===== src/rtl/core/hffa_pkg.sv =====
// ----------------------------------------------------------------------------
// hffa_pkg: shared definitions for the hemicube form factor accumulator
// Sizes, request and result layouts, operation and status codes, and the
// command and status bundles between the controller and the datapath.
// ----------------------------------------------------------------------------
package hffa_pkg;

  localparam int MAX_HALF_RES = 64;
  localparam int MAX_PATCHES  = 4096;
  localparam int TABLE_DEPTH  = MAX_HALF_RES * MAX_HALF_RES;

  localparam int ROW_W    = 7;
  localparam int HR_W     = 7;
  localparam int SR_W     = 7;
  localparam int RL_W     = 8;
  localparam int ID_W     = 24;
  localparam int FIDX_W   = 12;
  localparam int FVAL_W   = 32;
  localparam int ACC_W    = 40;
  localparam int CFG_W    = 8;
  localparam int CFG_IDX_W = 2;

  localparam int PATCH_AW = $clog2(MAX_PATCHES);
  localparam int TABLE_AW = (TABLE_DEPTH > 1) ? $clog2(TABLE_DEPTH) : 1;
  localparam int Q_W      = (MAX_HALF_RES > 1) ? $clog2(MAX_HALF_RES) : 1;
  localparam int STEP_W   = $clog2(ROW_W);

  localparam logic [ID_W-1:0] BACKGROUND_ID = {ID_W{1'b1}};

  localparam logic [CFG_IDX_W-1:0] CFG_HALF_RES  = 2'd0;
  localparam logic [CFG_IDX_W-1:0] CFG_START_ROW = 2'd1;
  localparam logic [CFG_IDX_W-1:0] CFG_ROW_LIMIT = 2'd2;

  typedef enum logic [1:0] {
    OP_LOAD  = 2'd0,
    OP_PIXEL = 2'd1,
    OP_READ  = 2'd2,
    OP_CLEAR = 2'd3
  } op_t;

  typedef enum logic [1:0] {
    ST_DONE  = 2'd0,
    ST_SKIP  = 2'd1,
    ST_RANGE = 2'd2,
    ST_SAT   = 2'd3
  } status_t;

  typedef struct packed {
    op_t               op;
    logic [ROW_W-1:0]  row;
    logic [ROW_W-1:0]  col;
    logic [ID_W-1:0]   patch_id;
    logic [FIDX_W-1:0] factor_index;
    logic [FVAL_W-1:0] factor_value;
  } request_t;

  typedef struct packed {
    logic [ACC_W-1:0] form_factor;
    status_t          status;
  } result_t;

  // Controller to datapath.
  typedef struct packed {
    logic    capture;
    logic    mod_start;
    logic    mod_step;
    logic    addr_calc;
    logic    mem_read;
    logic    table_write;
    logic    acc_clear;
    logic    acc_update;
    logic    clear_step;
    logic    finish;
    logic    ff_sel;
    status_t code;
  } cmd_t;

  // Datapath to controller.
  typedef struct packed {
    op_t  op;
    logic skip;
    logic range;
    logic sat;
    logic mod_last;
    logic clear_last;
  } stat_t;

endpackage


===== src/rtl/core/hffa_ctrl.sv =====
// ----------------------------------------------------------------------------
// hffa_ctrl: sequencing state machine
// Runs the accumulator clearing pass after reset, then steps each request
// through decode, remainder, address, fetch and update as its op needs.
// ----------------------------------------------------------------------------
module hffa_ctrl import hffa_pkg::*; (
  input  logic  clk,
  input  logic  rst,
  input  logic  start,
  output logic  busy,
  input  stat_t stat,
  output cmd_t  cmd
);

  typedef enum logic [6:0] {
    S_CLEAR  = 7'b0000001,
    S_IDLE   = 7'b0000010,
    S_DECODE = 7'b0000100,
    S_MOD    = 7'b0001000,
    S_ADDR   = 7'b0010000,
    S_FETCH  = 7'b0100000,
    S_UPDATE = 7'b1000000
  } state_t;

  state_t state;
  state_t state_next;

  always_ff @(posedge clk) begin
    if (rst) begin
      state <= S_CLEAR;
    end else begin
      state <= state_next;
    end
  end

  assign busy = (state != S_IDLE);

  always_comb begin
    cmd        = '0;
    cmd.code   = ST_DONE;
    state_next = state;
    case (state)
      S_CLEAR: begin
        cmd.clear_step = 1'b1;
        if (stat.clear_last) begin
          state_next = S_IDLE;
        end
      end
      S_IDLE: begin
        cmd.capture = start;
        if (start) begin
          state_next = S_DECODE;
        end
      end
      S_DECODE: begin
        case (stat.op)
          OP_LOAD: begin
            cmd.finish = 1'b1;
            state_next = S_IDLE;
            if (stat.range) begin
              cmd.code = ST_RANGE;
            end else begin
              cmd.table_write = 1'b1;
            end
          end
          OP_PIXEL: begin
            if (stat.skip) begin
              cmd.finish = 1'b1;
              cmd.code   = ST_SKIP;
              state_next = S_IDLE;
            end else if (stat.range) begin
              cmd.finish = 1'b1;
              cmd.code   = ST_RANGE;
              state_next = S_IDLE;
            end else begin
              cmd.mod_start = 1'b1;
              state_next    = S_MOD;
            end
          end
          OP_READ: begin
            if (stat.range) begin
              cmd.finish = 1'b1;
              cmd.code   = ST_RANGE;
              state_next = S_IDLE;
            end else begin
              cmd.mem_read = 1'b1;
              state_next   = S_UPDATE;
            end
          end
          default: begin
            cmd.finish = 1'b1;
            state_next = S_IDLE;
            if (stat.range) begin
              cmd.code = ST_RANGE;
            end else begin
              cmd.acc_clear = 1'b1;
            end
          end
        endcase
      end
      S_MOD: begin
        cmd.mod_step = 1'b1;
        if (stat.mod_last) begin
          state_next = S_ADDR;
        end
      end
      S_ADDR: begin
        cmd.addr_calc = 1'b1;
        state_next    = S_FETCH;
      end
      S_FETCH: begin
        cmd.mem_read = 1'b1;
        state_next   = S_UPDATE;
      end
      S_UPDATE: begin
        cmd.finish = 1'b1;
        state_next = S_IDLE;
        if (stat.op == OP_READ) begin
          cmd.ff_sel = 1'b1;
        end else begin
          cmd.acc_update = 1'b1;
          cmd.code       = stat.sat ? ST_SAT : ST_DONE;
        end
      end
      default: begin
        state_next = S_IDLE;
      end
    endcase
  end

  a_finish_returns_idle: assert property (@(posedge clk) disable iff (rst)
    cmd.finish |=> (state == S_IDLE))
    else $error("controller did not return to idle after a result");

  a_one_acc_write: assert property (@(posedge clk) disable iff (rst)
    !((cmd.clear_step && (cmd.acc_clear || cmd.acc_update)) ||
      (cmd.acc_clear && cmd.acc_update)))
    else $error("two accumulator writes requested in one cycle");

  a_addr_after_mod: assert property (@(posedge clk) disable iff (rst)
    (state == S_ADDR) |-> ($past(state) == S_MOD))
    else $error("address step entered without the remainder steps");

  a_no_capture_busy: assert property (@(posedge clk) disable iff (rst)
    cmd.capture |-> !busy)
    else $error("request captured while busy");

endmodule


===== config.mk =====
export PLATFORM = sky130hd
export DESIGN_NAME = hffa_ctrl
export DESIGN_NICKNAME = d
export VERILOG_FILES = /design/src/rtl/core/hffa_pkg.sv /design/src/rtl/core/hffa_ctrl.sv
export SDC_FILE = /design/constraint.sdc
export NUM_CORES = 1
export LEC_CHECK = 0
export ABC_AREA = 1
export BUFFER_PORTS_ARGS = -buffer_cell sky130_fd_sc_hd__buf_2
export CAP_MARGIN = 20
export CORE_MARGIN = 5
export CORE_UTILIZATION = 27
export CTS_BUF_LIST = sky130_fd_sc_hd__clkbuf_16
export DETAILED_ROUTE_END_ITERATION = 6
export HOLD_SLACK_MARGIN = 0.06
export PLACE_DENSITY_LB_ADDON = 0.1
export SLEW_MARGIN = 20
export SYNTH_ARGS = -nofsm -noshare
export SYNTH_HDL_FRONTEND = slang
export SYNTH_SLANG_ARGS = --single-unit

===== constraint.sdc =====
create_clock -name clk -period 1.1 [get_ports clk]
set_input_delay 0 -clock clk [delete_from_list [all_inputs] [get_ports clk]]
set_output_delay 0 -clock clk [all_outputs]
set_load 0.01 [all_outputs]

==> flow_summary.yaml, run 1 <==
timing:
  rsz0062_at_grt: "true"
  finalMaxSlewViolations: 0
  tightest_slew_ps: 230
  setup_viol_count_final: 19
  setup_total_negative_slack_ps: -3430
  fin_crit_sh: 1.24
  period_minus_slack_ps: 1370
  max-slew-margin-rel: 0.845
  fmax_ghz: 0.732
  finalClockSkew_ps: 2.90
  hold_viol: 0
  fin_ws_ps: -266
logic_synthesis:
  ys_seq_elements: 7
  synth-simple-area-share: 0.502
  synth_fa_ha_area_frac: 0.102
  yosysSeqAreaShare: 0.230
  synthMuxAreaShare: 0
  avgSynthCellArea_um2: 6.29
  synth_nets: 112
  synth_compound_area_frac: 0.0389
  synthXorXnorAreaFrac: 0
  syn-cell-area_um2: 611
  yosysWarnings: 0
  synth_cell_types: 18
  synth_top_family_by_area: "simple AND/OR/NAND/NOR gates"
  syn_inst: 97
worst_setup_path:
  crit_end: "cmd[1]"
  timing.rr.start: "state[1]$_SDFFE_PP0P_"
  worst-path-buf-inv: 3
  reg2reg_to: "state[1]$_SDFFE_PP0P_"
  cp.depth: 8
  reg2reg_depth: 10
  cpLargestDelayFamily: "simple AND/OR/NAND/NOR gates"
  reg2reg_slack_ps: -210
  crit_path_top_delay_cell: "dfxtp_2"
  cp-end-kind: "output port"
  critPathKind: "flop to output port"
  crit_top_cell: "nor2_4"
  path_cells: "nor2_4 -> buf_4 -> nand3_4 -> nor2_4 -> buf_6 -> nand3_2 -> nand2_1 -> buf_2"
  required_ps: 1100
  max_stage_delay_ps: 330
  cp-startpoint: "state[1]$_SDFFE_PP0P_"
  cp.arrival_ps: 1370
  cp-start-kind: "flop"
  cp_max_fo: 4
routing:
  wire_per_inst_um: 11.1
  ant_nets: 0
  first_pass_iters: 3
  drc_errors: 0
  totalWireLength_mm: 1.94
  viasPerCell: 4.35
  drt_iter0_drc: 6
  num_vias: 757
clock_tree:
  insertion_delay_ps: 230
  path_clk_slew_ps: 40
  cts_tree: "built"
  cts-buffers-inserted: 3
  clock_tree.buffer_depth: 2
  root_buffer: "clkbuf_16"
  cts_sinks: 7
  htreeDepth: 1
place:
  gp_congestion: 0.746
  io_buffers: 23
  pre_cts_slack_ps: -173
  dpl.cell_count: 159
  dp_hpwl_mm: 1.38
  dpl_cell_area_um2: 843
cells_and_area:
  multi_input_area_um2: 529
  most-common-layout-cells: "buf_2, nand2_1, buf_6"
  final_nets: 162
  syn_to_final_growth_pct: 101
  largest_reg_flops: 7
  n_fill_cell: 218
  register_area_um2: 154
  regMostFlops: "state"
  final_common_cell: "buf_2"
  drive_above_1_share: 0.651
  final_cell_area_mm2: 0.00123
  stdcell_count: 174
  reg_top3: "state: 7 flops"
  diodes: 0
die:
  die_h_um: 57.6
  rows: 17
  start_util: 0.279
  die_w_um: 57.6
  dieArea_mm2: 0.00331
  ios: 24
  coreArea_mm2: 0.00219
grt:
  grt_first_pass_wirelength_mm: 3.18
  antenna_found_initial: 0
  track_usage: 0.127
  grt_max_degree: 7
  grt_pass1_vias: 786
  gr-total-overflow: 0
run_status:
  outcome: "complete, but fails checks"
  violations: "negative setup slack"
power:
  leakage_uw: 0.000622
  power_uw: 1110
  vdd_ir_drop_max_mv: 0.528
  power_density_mw_per_mm2: 901
worst_hold_path:
  holdCritPathClass: "input pin to flop"
job:
  drv_cap: 0
## per-stage QoR
step                      utilization  hold WS, ps
after floorplan                     -         62.4
after global placement          0.385          276
after detailed placement        0.385          266
after CTS                       0.539         69.7
after global routing            0.560          112
final                           0.560         72.6
## report_power, final
group | internal, uW | total, uW | switching, uW
clock | 473 | 619 | 146
sequential | 260 | 271 | 10.8
combinational | 97.3 | 215 | 117
total | 831 | 1110 | 274
## kinds of logic (layout without fill, tap and decap cells)
logic type | after synthesis | count (layout)
fa+ha+maj | 5 | 5
flops | 7 | 7
simple gates | 61 | 61
buf+inv | 20 | 69
compound gates | 4 | 4
## Yosys cell counts, drive strengths merged
cell type | instances | area [um2]
a21oi | 2 | 13.8
dfxtp | 7 | 140
ha | 5 | 62.6
inv | 20 | 77.6
nand2 | 25 | 104
nand3 | 11 | 70.1
nand4 | 1 | 6.26
nor2 | 18 | 95.1
nor3 | 5 | 25.0
nor4 | 1 | 6.26
o21ai | 2 | 10.0
## timing repair
action                                  in CTS  in global routing
hold endpoints to repair                     5                  0
hold buffers                                 2                  0
endpoints found under the setup margin      19                 20
pin swaps                                   20                  5
buffers inserted                             7                  2
gates resized for setup                     56                  9
## area by class of cell
type,count,share of cell area
multi-input cells,70,0.432
repair buffers,45,0.281
flip-flops and latches,7,0.126
inverters,20,0.0694
clock buffers,3,0.0612
well taps,28,0.0286
clock inverters,1,0.00306
## per-layer routing
| layer | part of all wire | vias to the layer above | track usage |
|---|---|---|---|
| met5 | 0 | - | 0 |
| met4 | 0.027 | 0 | 0.0795 |
| met3 | 0.035 | 5 | 0.0226 |
| met2 | 0.55 | 16 | 0.248 |
| met1 | 0.39 | 336 | 0.119 |
| li1 | - | 400 | - |
## tightest hold or removal path, cell delays in order
cell     delay (ps)
buf_2            80
inv_1            50
nand3_4          90
nand2_1          40
## worst min path at each step
stage	from	endpoint	slack, ps	cells past startpoint
5_1_grt	stat[0]	state[0]$_SDFFE_PP1P_	110	4
4_1_cts	stat[0]	state[0]$_SDFFE_PP1P_	70	4
2_1_floorplan	rst	state[3]$_SDFFE_PP0P_	60	1
3_3_place_gp	rst	state[3]$_SDFFE_PP0P_	280	2
6_report	stat[0]	state[0]$_SDFFE_PP1P_	70	4
3_5_place_dp	rst	state[3]$_SDFFE_PP0P_	270	2
Power figures use the tool's default switching activity.
==> run 2, diff against run 1 <==
--- a/config.mk
+++ b/config.mk
@@ -10,7 +10,7 @@
 export CAP_MARGIN = 20
 export CORE_MARGIN = 5
 export CORE_UTILIZATION = 27
-export CTS_BUF_LIST = sky130_fd_sc_hd__clkbuf_16
+export CTS_BUF_LIST = sky130_fd_sc_hd__clkbuf_8
 export DETAILED_ROUTE_END_ITERATION = 6
 export HOLD_SLACK_MARGIN = 0.06
 export PLACE_DENSITY_LB_ADDON = 0.1
==> flow_summary.yaml, run 2 (synthesis gave the netlist of run 1 again) <==
worst_setup_path:
  crit_path_top_delay_cell: "dfxtp_2"
  cp-start-kind: "flop"
  path_cells: "nor2_4 -> buf_6 -> nand3_4 -> nor2_4 -> buf_6 -> nand3_2 -> nand2_1 -> buf_2"
  required_ps: 1100
  cp.arrival_ps: 1360
  max_stage_delay_ps: 330
  cp-end-kind: "output port"
  critPathKind: "flop to output port"
  cp_max_fo: 4
timing:
  period_minus_slack_ps: 1360
  max-slew-margin-rel: 0.848
  tightest_slew_ps: 227
  rsz0062_at_grt: "true"
  finalClockSkew_ps: 0.817
  setup_total_negative_slack_ps: -3210
  finalMaxSlewViolations: 0
  fin_crit_sh: 1.23
  setup_viol_count_final: 19
  hold_viol: 0
  fmax_ghz: 0.737
  fin_ws_ps: -256
cells_and_area:
  reg_top3: "state: 7 flops"
  diodes: 0
  regMostFlops: "state"
  n_fill_cell: 223
  most-common-layout-cells: "buf_2, nand2_1, buf_6"
  register_area_um2: 154
  syn_to_final_growth_pct: 96.1
  fin_util: 0.547
  drive_above_1_share: 0.664
  largest_reg_flops: 7
  multi_input_area_um2: 534
  final_nets: 162
  final_common_cell: "buf_2"
  stdcell_count: 174
clock_tree:
  insertion_delay_ps: 220
  cts_tree: "built"
  clock_tree.buffer_depth: 2
  path_clk_slew_ps: 40
  root_buffer: "clkbuf_8"
  htreeDepth: 1
  cts_sinks: 7
  cts-buffers-inserted: 3
die:
  die_h_um: 57.6
  die_w_um: 57.6
  dieArea_mm2: 0.00331
  coreArea_mm2: 0.00219
  rows: 17
  ios: 24
  start_util: 0.279
routing:
  num_vias: 739
  viasPerCell: 4.25
  highest_layer: "met4"
  first_pass_iters: 4
  drc_errors: 0
  totalWireLength_mm: 1.81
  wl_met2_um: 972
  wire_per_inst_um: 10.4
  ant_nets: 0
  wl_met3_um: 72
  drt_iter0_drc: 8
  drt-met1-wl_um: 738
worst_hold_path:
  holdCritPathClass: "input pin to flop"
run_status:
  outcome: "complete, but fails checks"
  violations: "negative setup slack"
power:
  vdd_ir_drop_max_mv: 0.294
  leakage_uw: 0.000607
  power_uw: 841
  power_density_mw_per_mm2: 703
job:
  drv_cap: 0
place:
  dpl.cell_count: 159
  io_buffers: 23
  dp_hpwl_mm: 1.38
  gp_congestion: 0.746
  pre_cts_slack_ps: -173
grt:
  track_usage: 0.115
  gr-total-overflow: 0
  grt_first_pass_wirelength_mm: 2.93
  grt_max_degree: 7
  antenna_found_initial: 0
  grt_pass1_vias: 721
-- run 2: cell count changes in the layout (fill, tap and decap cells not counted) --
| cell | delta |
|---|---|
| nor2_1 | -1 |
| nor2_2 | +1 |
| clkbuf_16 | -3 |
| nand2_2 | +1 |
| clkbuf_8 | +3 |
| nand2_1 | -1 |
-- run 2: final timing paths --
kind                          from                     to  slack (ps)  depth (start not counted)
max          state[1]$_SDFFE_PP0P_                 cmd[1]        -260                          8
min                        stat[0]  state[0]$_SDFFE_PP1P_          80                          4
max reg2reg  state[1]$_SDFFE_PP0P_  state[1]$_SDFFE_PP0P_        -200                         10
min reg2reg  state[0]$_SDFFE_PP1P_  state[0]$_SDFFE_PP1P_         630                          4
-- run 2: where the power goes --
group | switching [uW] | total, uW | internal [uW] | leakage, uW
sequential | 10.2 | 270 | 260 | 0.0000603
clock | 112 | 353 | 241 | 0.0000269
combinational | 118 | 218 | 100 | 0.000519
-- run 2: metal layers --
layer,GRT usage,up-vias
met5,0,-
met4,0.0497,0
met3,0.0226,2
met2,0.213,19
met1,0.124,320
li1,-,398
-- run 2: repair_timing --
action | in CTS | in global routing
hold buffers | 2 | 0
setup endpoints to repair | 19 | 19
hold endpoints to repair | 4 | 0
gates resized for setup | 53 | 14
cloned | 0 | 0
pin swaps | 16 | 8
setup buffers | 6 | 3
-- run 2: layout make-up --
cell class,instances,area share
Sequential cell,7,0.129
Clock inverter,1,0.00313
Multi-Input combinational cell,70,0.446
Tap cell,28,0.0293
Inverter,20,0.0711
Timing Repair Buffer,45,0.287
Clock buffer,3,0.0345
-- run 2: stage by stage --
step | area [um2] | hold WS, ps
2_1_floorplan | 611 | 62.4
3_3_place_gp | 843 | 276
3_5_place_dp | 843 | 266
4_1_cts | 1130 | 75.7
5_1_grt | 1200 | 111
6_report | 1200 | 78.1
-- run 2: critical path: cells and delay by family (launching register included) --
| family | cells | cell delay (ps) |
|---|---|---|
| flops | 1 | 330 |
| buf+inv | 3 | 360 |
| simple gates | 5 | 450 |
==> run 3, diff against run 2 <==
--- a/config.mk
+++ b/config.mk
@@ -12,8 +12,10 @@
 export CORE_UTILIZATION = 27
 export CTS_BUF_LIST = sky130_fd_sc_hd__clkbuf_8
 export DETAILED_ROUTE_END_ITERATION = 6
+export GPL_TIMING_DRIVEN = 0
 export HOLD_SLACK_MARGIN = 0.06
 export PLACE_DENSITY_LB_ADDON = 0.1
+export SETUP_SLACK_MARGIN = 0.15
 export SLEW_MARGIN = 20
 export SYNTH_ARGS = -nofsm -noshare
 export SYNTH_HDL_FRONTEND = slang
==> flow_summary.yaml, run 3 (synthesis gave the netlist of run 1 again) <==
run_status:
  outcome: "complete, but fails checks"
  violations: "negative setup slack"
power:
  sw_frac_of_total: 0.290
  power_frac_clock: 0.432
  seqPwrFrac: 0.328
  p_comb_frac: 0.241
  netSwitchingPower_uw: 242
  power_density_mw_per_mm2: 802
  p_int_uw: 594
  vdd_ir_drop_max_mv: 0.451
  leakage_uw: 0.000528
routing:
  drt-met1-wl_um: 713
  drt_iter0_drc: 4
  num_vias: 717
  drc_errors: 0
  first_pass_iters: 3
  wl_met2_um: 959
  wire_per_inst_um: 11.1
  ant_nets: 0
  highest_layer: "met4"
  totalWireLength_mm: 1.79
  wl_met3_um: 52
  viasPerCell: 4.45
cells_and_area:
  diodes: 0
  most-common-layout-cells: "buf_2, nand2_1, inv_1"
  drive_above_1_share: 0.594
  final_common_cell: "buf_2"
  reg_top3: "state: 7 flops"
  syn_to_final_growth_pct: 70.9
  largest_reg_flops: 7
  regMostFlops: "state"
  final_cell_area_mm2: 0.00104
  final_nets: 149
worst_setup_path:
  cp_max_fo: 2
  cp-start-kind: "flop"
  critPathKind: "flop to output port"
  cp-end-kind: "output port"
  required_ps: 1100
  cp.arrival_ps: 1430
grt:
  gr-total-overflow: 0
  track_usage: 0.109
  grt_pass1_vias: 676
  antenna_found_initial: 0
  grt_first_pass_wirelength_mm: 2.70
  grt_max_degree: 7
place:
  dpl_cell_area_um2: 772
  io_buffers: 23
  dp_hpwl_mm: 1.34
  gp_congestion: 0.739
  pre_cts_slack_ps: -270
clock_tree:
  cts_sinks: 7
  cts-buffers-inserted: 3
  clock_tree.buffer_depth: 2
  root_buffer: "clkbuf_8"
  path_clk_slew_ps: 40
  htreeDepth: 1
  cts_tree: "built"
  insertion_delay_ps: 230
die:
  ios: 24
  rows: 17
  die_h_um: 57.6
  dieArea_mm2: 0.00331
  start_util: 0.279
  coreArea_mm2: 0.00219
  die_w_um: 57.6
timing:
  tightest_slew_ps: 320
  setup_viol_count_final: 19
  fin_ws_ps: -331
  hold_viol: 0
  rsz0062_at_grt: "true"
  fin_crit_sh: 1.30
  finalClockSkew_ps: 0.851
  max-slew-margin-rel: 0.786
  finalMaxSlewViolations: 0
  fmax_ghz: 0.699
  period_minus_slack_ps: 1430
worst_hold_path:
  holdCritPathClass: "input pin to flop"
job:
  drv_cap: 0
-- run 3: changes by cell type in the layout (fill, tap and decap cells not counted), moves of 2 or more --
| cell | delta |
|---|---|
| nor2_2 | +2 |
| nor3_1 | -2 |
| dfxtp_1 | +3 |
| nor3_2 | +2 |
| nor2_4 | -2 |
| buf_6 | -5 |
| dfxtp_4 | -2 |
| buf_4 | -8 |
| inv_4 | -2 |
-- run 3: metrics by stage --
step | cells | setup TNS (ps) | total power (uW) | hold slack, ps | util
after floorplan | 97 | 0 | 357 | 62.4 | -
after global placement | 148 | -1180 | 407 | 248 | 0.352
after detailed placement | 148 | -1330 | 407 | 251 | 0.352
after CTS | 160 | -3570 | 816 | 64.5 | 0.436
after global routing | 161 | -5510 | 878 | 91.2 | 0.476
final | 161 | -4100 | 837 | 72.9 | 0.476
-- run 3: final cells by class --
cell class	instances	area (um2)
fillers	238	1150
multi-input cells	70	510
repair buffers	32	228
flip-flops and latches	7	145
inverters	20	80.1
clock buffers	3	41.3
well taps	28	35.0
clock inverters	1	3.75
-- run 3: path summary, 6_finish.rpt --
check | cells past startpoint | slack, ps | end | startpoint
worst max register to register | 10 | -240 | state[1]$_SDFFE_PP0P_ | state[1]$_SDFFE_PP0P_
worst min-delay path | 4 | 70 | state[0]$_SDFFE_PP1P_ | stat[0]
worst max-delay path | 6 | -330 | cmd[0] | state[1]$_SDFFE_PP0P_
worst min register to register | 3 | 590 | state[5]$_SDFFE_PP0P_ | state[6]$_SDFFE_PP0P_
-- run 3: repair_timing --
item	in CTS	in global routing
pin swaps	14	4
hold buffers	2	0
gates resized for setup	23	20
setup endpoints to repair	19	21
buffers inserted	6	1
endpoints found under the hold margin	5	0
-- run 3: metal layers --
metal | vias up | GRT usage
met2 | 17 | 0.190
li1 | 371 | -
met4 | 0 | 0.0993
met1 | 324 | 0.112
met5 | - | 0
met3 | 5 | 0.0113
-- run 3: worst max-delay path: stages (launching register included) --
cell and delay [ps]:
dfxtp_2 330, nor2_4 120, nand3_2 100, nor4_4 270, nand3_1 160, o21ai_1 90, buf_2 140
-- run 3: power by group through the flow --
stage	clock network, uW	logic (uW)	registers (uW)
after floorplan	0	83.9	273
after global placement	0	133	274
after detailed placement	0	133	274
after CTS	370	173	273
after global routing	379	224	275
final	361	202	274
